**src/hdl/fpc_pkg.sv**
```systemverilog
// ----------------------------------------------------------------------------
// fpc_pkg
// Types and constants shared by the framed packet checker modules.
// ----------------------------------------------------------------------------
`default_nettype none

package fpc_pkg;

	localparam int unsigned POS_W     = 9;
	localparam int unsigned CFG_IDX_W = 2;
	localparam int unsigned CFG_W     = 32;
	localparam int unsigned OUT_W     = 40;

	typedef enum logic [2:0] {
		CODE_OK     = 3'd0,
		CODE_FRAME  = 3'd1,
		CODE_PACKET = 3'd2,
		CODE_HEADER = 3'd3,
		CODE_FOOTER = 3'd4
	} check_code_t;

	typedef enum logic [CFG_IDX_W-1:0] {
		REG_HEADER = 2'd0,
		REG_FOOTER = 2'd1
	} reg_index_t;

	typedef struct packed {
		logic [7:0] data_byte;
		logic       last_byte;
	} fpc_item_t;

	typedef struct packed {
		logic [7:0]  status_byte;
		logic [7:0]  cmd_byte;
		logic [15:0] frame_size;
		check_code_t check_code;
	} fpc_result_t;

endpackage

`default_nettype wire

```
**src/hdl/fpc_parser.sv**
```systemverilog
// ----------------------------------------------------------------------------
// fpc_parser
// Per-packet state, pattern registers and the final verdict for one byte.
// ----------------------------------------------------------------------------
`default_nettype none

module fpc_parser
	import fpc_pkg::*;
#(
	parameter int unsigned MAX_PACKET_BYTES = 255,
	parameter int unsigned MARKER_BYTES     = 4
) (
	input  wire logic                 clk,
	input  wire logic                 arst_n,
	input  wire logic                 cfg_we,
	input  wire logic [CFG_IDX_W-1:0] cfg_index,
	input  wire logic [CFG_W-1:0]     cfg_data,
	input  wire logic                 advance,
	input  wire fpc_item_t            item,
	output fpc_result_t               result
);

	localparam int unsigned FOOT_W = 8 * MARKER_BYTES;
	localparam logic [POS_W-1:0] POS_MAX    = {POS_W{1'b1}};
	localparam logic [POS_W-1:0] POS_LEN_LO = POS_W'(MARKER_BYTES);
	localparam logic [POS_W-1:0] POS_LEN_HI = POS_W'(MARKER_BYTES + 1);
	localparam logic [POS_W-1:0] POS_CMD    = POS_W'(MARKER_BYTES + 2);
	localparam logic [POS_W-1:0] POS_STAT   = POS_W'(MARKER_BYTES + 4);
	localparam logic [POS_W-1:0] MIN_BYTES  = POS_W'(MARKER_BYTES + 2);
	localparam logic [POS_W-1:0] MAX_BYTES  = POS_W'(MAX_PACKET_BYTES);
	localparam logic [16:0]      OVERHEAD   = 17'(2 * MARKER_BYTES + 2);

	logic [CFG_W-1:0] header_q;
	logic [CFG_W-1:0] footer_q;
	logic [POS_W-1:0] pos_q;
	logic             hdr_ok_q;
	logic [15:0]      len_q;
	logic [7:0]       cmd_q;
	logic [7:0]       status_q;
	logic [31:0]      tail_q;

	logic [POS_W-1:0] pos_n;
	logic             hdr_ok_n;
	logic [15:0]      len_n;
	logic [7:0]       cmd_n;
	logic [7:0]       status_n;
	logic [31:0]      tail_n;
	logic [CFG_W-1:0] hdr_shift;
	logic [16:0]      expected;
	check_code_t      code;

	always_ff @(posedge clk or negedge arst_n) begin
		if (!arst_n) begin
			header_q <= '0;
			footer_q <= '0;
		end else if (cfg_we) begin
			if (cfg_index == REG_HEADER) begin
				header_q <= cfg_data;
			end else if (cfg_index == REG_FOOTER) begin
				footer_q <= cfg_data;
			end
		end
	end

	// pick the expected header byte for the current position
	assign hdr_shift = header_q >> {pos_q[1:0], 3'b000};

	always_comb begin
		hdr_ok_n = hdr_ok_q;
		len_n    = len_q;
		cmd_n    = cmd_q;
		status_n = status_q;
		if (pos_q < POS_LEN_LO) begin
			if (hdr_shift[7:0] != item.data_byte) begin
				hdr_ok_n = 1'b0;
			end
		end else if (pos_q == POS_LEN_LO) begin
			len_n[7:0] = item.data_byte;
		end else if (pos_q == POS_LEN_HI) begin
			len_n[15:8] = item.data_byte;
		end else if (pos_q == POS_CMD) begin
			cmd_n = item.data_byte;
		end else if (pos_q == POS_STAT) begin
			status_n = item.data_byte;
		end
		tail_n = {item.data_byte, tail_q[31:8]};
		pos_n  = (pos_q == POS_MAX) ? pos_q : pos_q + POS_W'(1);
	end

	assign expected = {1'b0, len_n} + OVERHEAD;

	always_comb begin
		if (pos_n < MIN_BYTES || pos_n > MAX_BYTES) begin
			code = CODE_PACKET;
		end else if (len_n == 16'd0) begin
			code = CODE_FRAME;
		end else if ({8'd0, pos_n} != expected) begin
			code = CODE_PACKET;
		end else if (!hdr_ok_n) begin
			code = CODE_HEADER;
		end else if (tail_n[31 -: FOOT_W] != footer_q[FOOT_W-1:0]) begin
			code = CODE_FOOTER;
		end else if (len_n < 16'd4) begin
			code = CODE_FRAME;
		end else begin
			code = CODE_OK;
		end
	end

	always_comb begin
		result.check_code  = code;
		result.frame_size  = len_n;
		result.cmd_byte    = (code == CODE_OK) ? cmd_n : 8'd0;
		result.status_byte = (code == CODE_OK) ? status_n : 8'd0;
	end

	// clear the packet state after the final byte
	always_ff @(posedge clk or negedge arst_n) begin
		if (!arst_n) begin
			pos_q    <= '0;
			hdr_ok_q <= 1'b1;
			len_q    <= '0;
			cmd_q    <= '0;
			status_q <= '0;
			tail_q   <= '0;
		end else if (advance) begin
			if (item.last_byte) begin
				pos_q    <= '0;
				hdr_ok_q <= 1'b1;
				len_q    <= '0;
				cmd_q    <= '0;
				status_q <= '0;
				tail_q   <= '0;
			end else begin
				pos_q    <= pos_n;
				hdr_ok_q <= hdr_ok_n;
				len_q    <= len_n;
				cmd_q    <= cmd_n;
				status_q <= status_n;
				tail_q   <= tail_n;
			end
		end
	end

endmodule

`default_nettype wire

```
**config.mk**
```make
export PLATFORM = sky130hd
export DESIGN_NAME = fpc_parser
export DESIGN_NICKNAME = d
export VERILOG_FILES = /design/src/hdl/fpc_pkg.sv /design/src/hdl/fpc_parser.sv
export SDC_FILE = /design/constraint.sdc
export NUM_CORES = 1
export LEC_CHECK = 0
export BUFFER_PORTS_ARGS = -buffer_cell sky130_fd_sc_hd__buf_2
export CAP_MARGIN = 30
export CORE_ASPECT_RATIO = 0.9
export CORE_MARGIN = 4
export CORE_UTILIZATION = 50
export DETAILED_ROUTE_END_ITERATION = 8
export GPL_TIMING_DRIVEN = 1
export PLACE_DENSITY = 0.7
export SETUP_SLACK_MARGIN = 0.1
export SLEW_MARGIN = 20
export SYNTH_ARGS = -nofsm -noshare
export SYNTH_HDL_FRONTEND = slang
export SYNTH_SLANG_ARGS = --single-unit
export TNS_END_PERCENT = 20
```
**constraint.sdc**
```tcl
create_clock -name clk -period 6.45 [get_ports clk]
set_input_delay 0.9675 -clock clk [delete_from_list [all_inputs] [get_ports clk]]
set_output_delay 0.9675 -clock clk [all_outputs]
set_load 0.005 [all_outputs]
```
# Word level (Yosys, flattened, before mapping)
# Index checks and enable logic that the tools add are counted.
[totals]
regBits = 138
inputBits = 47
[op_classes]
bitwise = 1
n_eq_ne = 9
n_mux = 30
n_addsub = 2
shift = 1
n_reduce_logical = 6
magnitude_cmp = 4
[op_table]
columns = ["cell", "n"]
rows = [
  ["two-way mux 8 bit", 16],
  ["two-way mux 16 bit", 2],
  ["two-way mux 32 bit", 1],
  ["inequality test 32 bit", 1],
  ["right shift 32 x 5 -> 8 bit", 1],
  ["equality test 9 x 3 -> 1 bit, second input constant", 3],
  ["less-than comparator 9 x 3 -> 1 bit, second input constant", 2],
  ["two-way mux 9 bit", 2],
  ["adder 16 x 4 -> 17 bit, second input constant", 1],
  ["inequality test 9 x 17 -> 1 bit", 1],
  ["zero test 16 bit", 1],
  ["less-than comparator 16 x 3 -> 1 bit, second input constant", 1],
  ["two-way mux 3 bit", 5],
  ["adder 9 x 1 -> 9 bit, second input constant", 1],
  ["equality test 9 x 4 -> 1 bit, second input constant", 1],
  ["equality test 9 bit, second input constant", 1],
  ["> comparator 9 x 8 -> 1 bit, second input constant", 1],
  ["inequality test 8 bit", 1],
  ["two-way mux 1 bit", 4],
  ["zero test 3 bit", 1],
  ["AND reduction 3 bit", 1],
  ["equality test 2 x 1 -> 1 bit, second input constant", 1],
  ["zero test 2 bit", 1],
  ["AND reduction 2 bit", 1],
  ["2 further kinds", 2],
]

# Depth between registers and ports, before layout
[depth]
depth_word = 13
depth_mapped = 17
depth_no_buf = 14

# Worst setup path after synthesis
# No wires, ideal clock.
[synth_timing]
path_kind = "flip-flop to output port"
startpoint = "reg pos_q[0]"
endpoint = "out result[24] (netlist name)"
stages_incl_launch_ff = 18
slack_ns = 1.130
t_arrival_ns = 4.353
required_time_ns = 5.483
path_cell_list = "dfrtp_1 -> buf_1 -> inv_1 -> ha_1 -> nor4b_1 -> nand2_1 -> buf_2 -> mux2_2 -> ha_1 -> o21ai_0 -> nor2_1 -> mux2i_1 -> o21a_1 -> o21ai_0 -> or4_1 -> buf_2 -> buf_2 -> nor3_2"
[synth_lines]
columns = ["element", "line", "text"]
rows = [
  ["start, declared", "fpc_parser.sv:35", "logic [POS_W-1:0] pos_q;"],
  ["start signal, assigned", "fpc_parser.sv:135", "pos_q <= pos_n;"],
  ["end, declared", "fpc_parser.sv:20", "output fpc_result_t result"],
]

==> metrics list <==
* Core footprint: 14700 µm²
- VDD sags by at most 0.000191 V.
* Port Buffers: 81
* Number of resized instances in the post-cts repair step: 0
* Via count normalized by instance count: 6.02
- Layout-stage area growth over the synthesis result: 15.8%
- The first global-routing pass estimated 31000 µm of wire.
* Final critical-path required period: 5.77 ns
* Unrepaired setup endpoints after global routing: false
- For this design the ratio of total power to cell area is 282 nW/µm².
- Final core utilization: 0.589
* Asr flop ratio synth: 1.00
- Number of slew-limit violations in the final report: 0
- Share of cell area taken by muxes after synthesis: 0.185
* Number of H-tree branching levels: 4
- Of the total synthesized cell area, the portion taken by XOR and XNOR cells is 0.0652.
- Number of antenna violations at the first check in global routing: 0
- Of the total synthesized cell area, the portion taken by AND, OR, NAND and NOR gates is 0.134.
- Largest clock skew in the final design: 0.00648 ns
* Overall Global Routing Usage: 0.239
- The die covers 16900 µm².
- Worst hold slack: 0.411 ns
- Avg Synthesized Cell Area: 10.8 µm²
- Final hold vios: 0
* Die boundary height: 124 µm
* Crit share post-route: 0.895
- Post-synthesis cell type count: 57
- Summed over all nets, the half-perimeter wirelength after detailed placement is 13000 µm.
- By count the netlist is led by sky130_fd_sc_hd__dfrtp_1 (129), sky130_fd_sc_hd__mux2_2 (74), sky130_fd_sc_hd__xnor2_1 (48).
- Yosys printed 0 warnings.
- Kind of launch point of the worst setup path: flop
- Clock latency on the worst-skew pair, taken at its later pin, is 0.42 ns.
- Number of max-capacitance violations reported: 0
- Counting every instance in the synthesized netlist gives 689.
* Post-CTS setup buffers: 0
- CTS clk-pin slew, worst paths: 0.06 ns
- Total wire length: 19300 µm
- Summed over all cells, the static leakage comes to 3.80 nW.
- Number of vias after detailed routing: 5781
- Via count of the first global-routing pass: 5679
- Compound-Gate Fraction of Synth Area: 0.128
* Number of top-level design ports: 82
- After synthesis, the cell types taking the most area are sky130_fd_sc_hd__dfrtp_1 (43%), sky130_fd_sc_hd__mux2_2 (11%), sky130_fd_sc_hd__xnor2_1 (5.6%), sky130_fd_sc_hd__mux2i_1 (4.7%), sky130_fd_sc_hd__o2bb2ai_1 (2.9%).
- Number of buffers inserted for hold repair after clock tree synthesis: 0
- Most numerous cell in the Yosys netlist: sky130_fd_sc_hd__dfrtp_1
* Largest family of logic cells by synthesized area: multiplexers
- Crit path DAT: 4.80 ns
* # rows: 42
- The startpoint identified for the worst register-to-register timing path is pos_q[6]$_DFFE_PN0P_.
- DIE WIDTH: 137 µm
- The worst hold path belongs to the class input pin to asynchronous set/reset pin.
- Register-to-register setup slack: 3.42 ns
- At the worst endpoint, the required time is 5.48 ns.
- Run status: completed
* Endpoint type of the worst setup path: primary output
- Synthesized area: 7460 µm²
- In this run the worst setup path begins at pos_q[0]$_DFFE_PN0P_.
* Sequential share of the synthesized area: 0.436
- Overall power consumption after layout is estimated at 2.43 mW.
* Buffer levels on the longest clock path: 2
- Post-Synth Adder-Cell Area: 0.00838
- Number of nets in the synthesized netlist: 741
- The first routing iteration left 498 violations.
- The share of synthesized area in the top cell type comes to 0.433.
- Routability congestion estimate from global placement: 0.945
- The tree built by TritonCTS fans out to 130 sinks.
* Crit Path Category: flop to primary output
* Crit path max fanout: 19
- Number of enable-type register cells in the synthesized netlist: 0
* Largest net degree at the start of global routing: 75
* TritonCTS Buffers: 17
- Routed len/inst: 20.2 µm
- Total negative slack: 0 ns
* DRC: 0
- Fraction of final layout cells with drive strength greater than 1: 0.297
- Pin slew with the least headroom to its limit: 0.924 ns
- TritonCTS clock tree: yes
* Antenna-violating nets left: 0
- Highest clock rate: 173 MHz
- Synthesis inferred 130 register bits.
- Cells on worst reg2reg path: 6
* NumNets Final: 800
- In the synthesized netlist the dominant register cell turns out to be sky130_fd_sc_hd__dfrtp_1.
* Setup-violating endpoint count in the final report: 0
- In this run the critical register-to-register path is captured at status_q[2]$_DFFE_PN0P_.
- Headroom to the max-slew limit came out at 0.376.
- Total congestion overflow after global routing: 0
- The pre-antenna-repair detailed-routing pass consisted of 5 iterations.
* Effective utilization at floorplan: 0.509
- Buffer cell driving the clock tree root: sky130_fd_sc_hd__clkbuf_16
* Synth area leader: sky130_fd_sc_hd__dfrtp_1
==> per-layer routing <==
layer | vias up | share of wire | global-route usage
met2 | 187 | 0.46 | 0.347
met4 | 0 | 0.023 | 0.0941
met5 | - | 0 | 0
met3 | 32 | 0.056 | 0.0517
li1 | 2671 | - | -
met1 | 2891 | 0.46 | 0.352
==> logic make-up after synthesis <==
group	Yosys count
compound gates	131
xor+xnor	54
fa+ha+maj	5
buf+inv	83
flops	130
mux	118
simple gates	168
==> critical path, cell delays in order, from the launching register on <==
cell and delay [ns]:
sky130_fd_sc_hd__dfrtp_1 0.37, sky130_fd_sc_hd__inv_1 0.10, sky130_fd_sc_hd__ha_1 0.23, sky130_fd_sc_hd__or4b_2 0.61, sky130_fd_sc_hd__o21ai_0 0.30, sky130_fd_sc_hd__and2_1 0.23
sky130_fd_sc_hd__inv_1 0.07, sky130_fd_sc_hd__ha_1 0.28, sky130_fd_sc_hd__o21ai_0 0.27, sky130_fd_sc_hd__nor2_1 0.07, sky130_fd_sc_hd__mux2i_1 0.40, sky130_fd_sc_hd__o21a_1 0.18
sky130_fd_sc_hd__o21ai_0 0.06, sky130_fd_sc_hd__or4_1 0.50, sky130_fd_sc_hd__buf_4 0.25, sky130_fd_sc_hd__o32ai_1 0.29, sky130_fd_sc_hd__buf_2 0.16
==> cell usage in the layout, fill, tap and decap left out, drive strengths merged, types with 3 or more instances in the layout <==
| cell type | synthesis | final |
|---|---|---|
| ha | 5 | 5 |
| o2111ai | 5 | 5 |
| nor4 | 8 | 8 |
| nor2 | 20 | 20 |
| clkbuf | 41 | 24 |
| o2bb2ai | 25 | 25 |
| or4 | 3 | 3 |
| mux2i | 35 | 35 |
| buf | 14 | 95 |
| o31ai | 9 | 9 |
| nor3 | 23 | 23 |
| xor2 | 5 | 5 |
| nand4 | 18 | 18 |
| nand3 | 11 | 11 |
| xnor2 | 48 | 48 |
| dfrtp | 129 | 129 |
| mux2 | 75 | 75 |
| a22o | 13 | 13 |
| inv | 28 | 29 |
| o21ai | 28 | 28 |
| and2 | 4 | 4 |
| nand2 | 30 | 30 |
| a31oi | 6 | 6 |
| mux4 | 8 | 8 |
| a22oi | 17 | 17 |
| clkinv | 0 | 3 |
| nand3b | 15 | 15 |
| a21oi | 12 | 12 |
| or3 | 21 | 21 |
==> power by group <==
group | internal (mW) | leakage, nW | switching (mW)
registers | 0.927 | 1.66 | 0.0803
clock network | 0.620 | 0.293 | 0.358
logic | 0.224 | 1.85 | 0.226
total | 1.77 | 3.80 | 0.665
==> per-stage QoR <==
stage	instances	setup slack, ns	cell area (µm²)
floorplan	689	1.13	7460
global placement	925	1.40	8000
detailed placement	925	1.22	8000
CTS	957	0.762	8600
global route	959	0.319	8640
finish	960	0.679	8640
==> worst max-delay path by stage <==
stage	slack, ns	end	depth (start not counted)
2_1_floorplan	1.13	result[24]	17
3_3_place_gp	1.40	result[0]	16
3_5_place_dp	1.22	result[0]	16
4_1_cts	0.76	result[0]	16
5_1_grt	0.32	result[0]	16
6_report	0.68	result[0]	16
==> state kept, by name, indices dropped and copies added, names as in the netlist <==
name and flops:
cmd_q 8, footer_q 32, hdr_ok_q 1, header_q 32, len_q 16, pos_q 9
status_q 8, tail_q 24
==> area by class of cell <==
type                    count  area (µm²)
multi-input cells         476        3890
well taps                 198         248
clock inverters             8        98.8
inverters                  28         105
diodes                      1        2.50
flip-flops and latches    130        3250
repair buffers             95         537
clock buffers              24         502
fillers                  1201        6020
No activity file was read; power rests on OpenSTA's default activity.
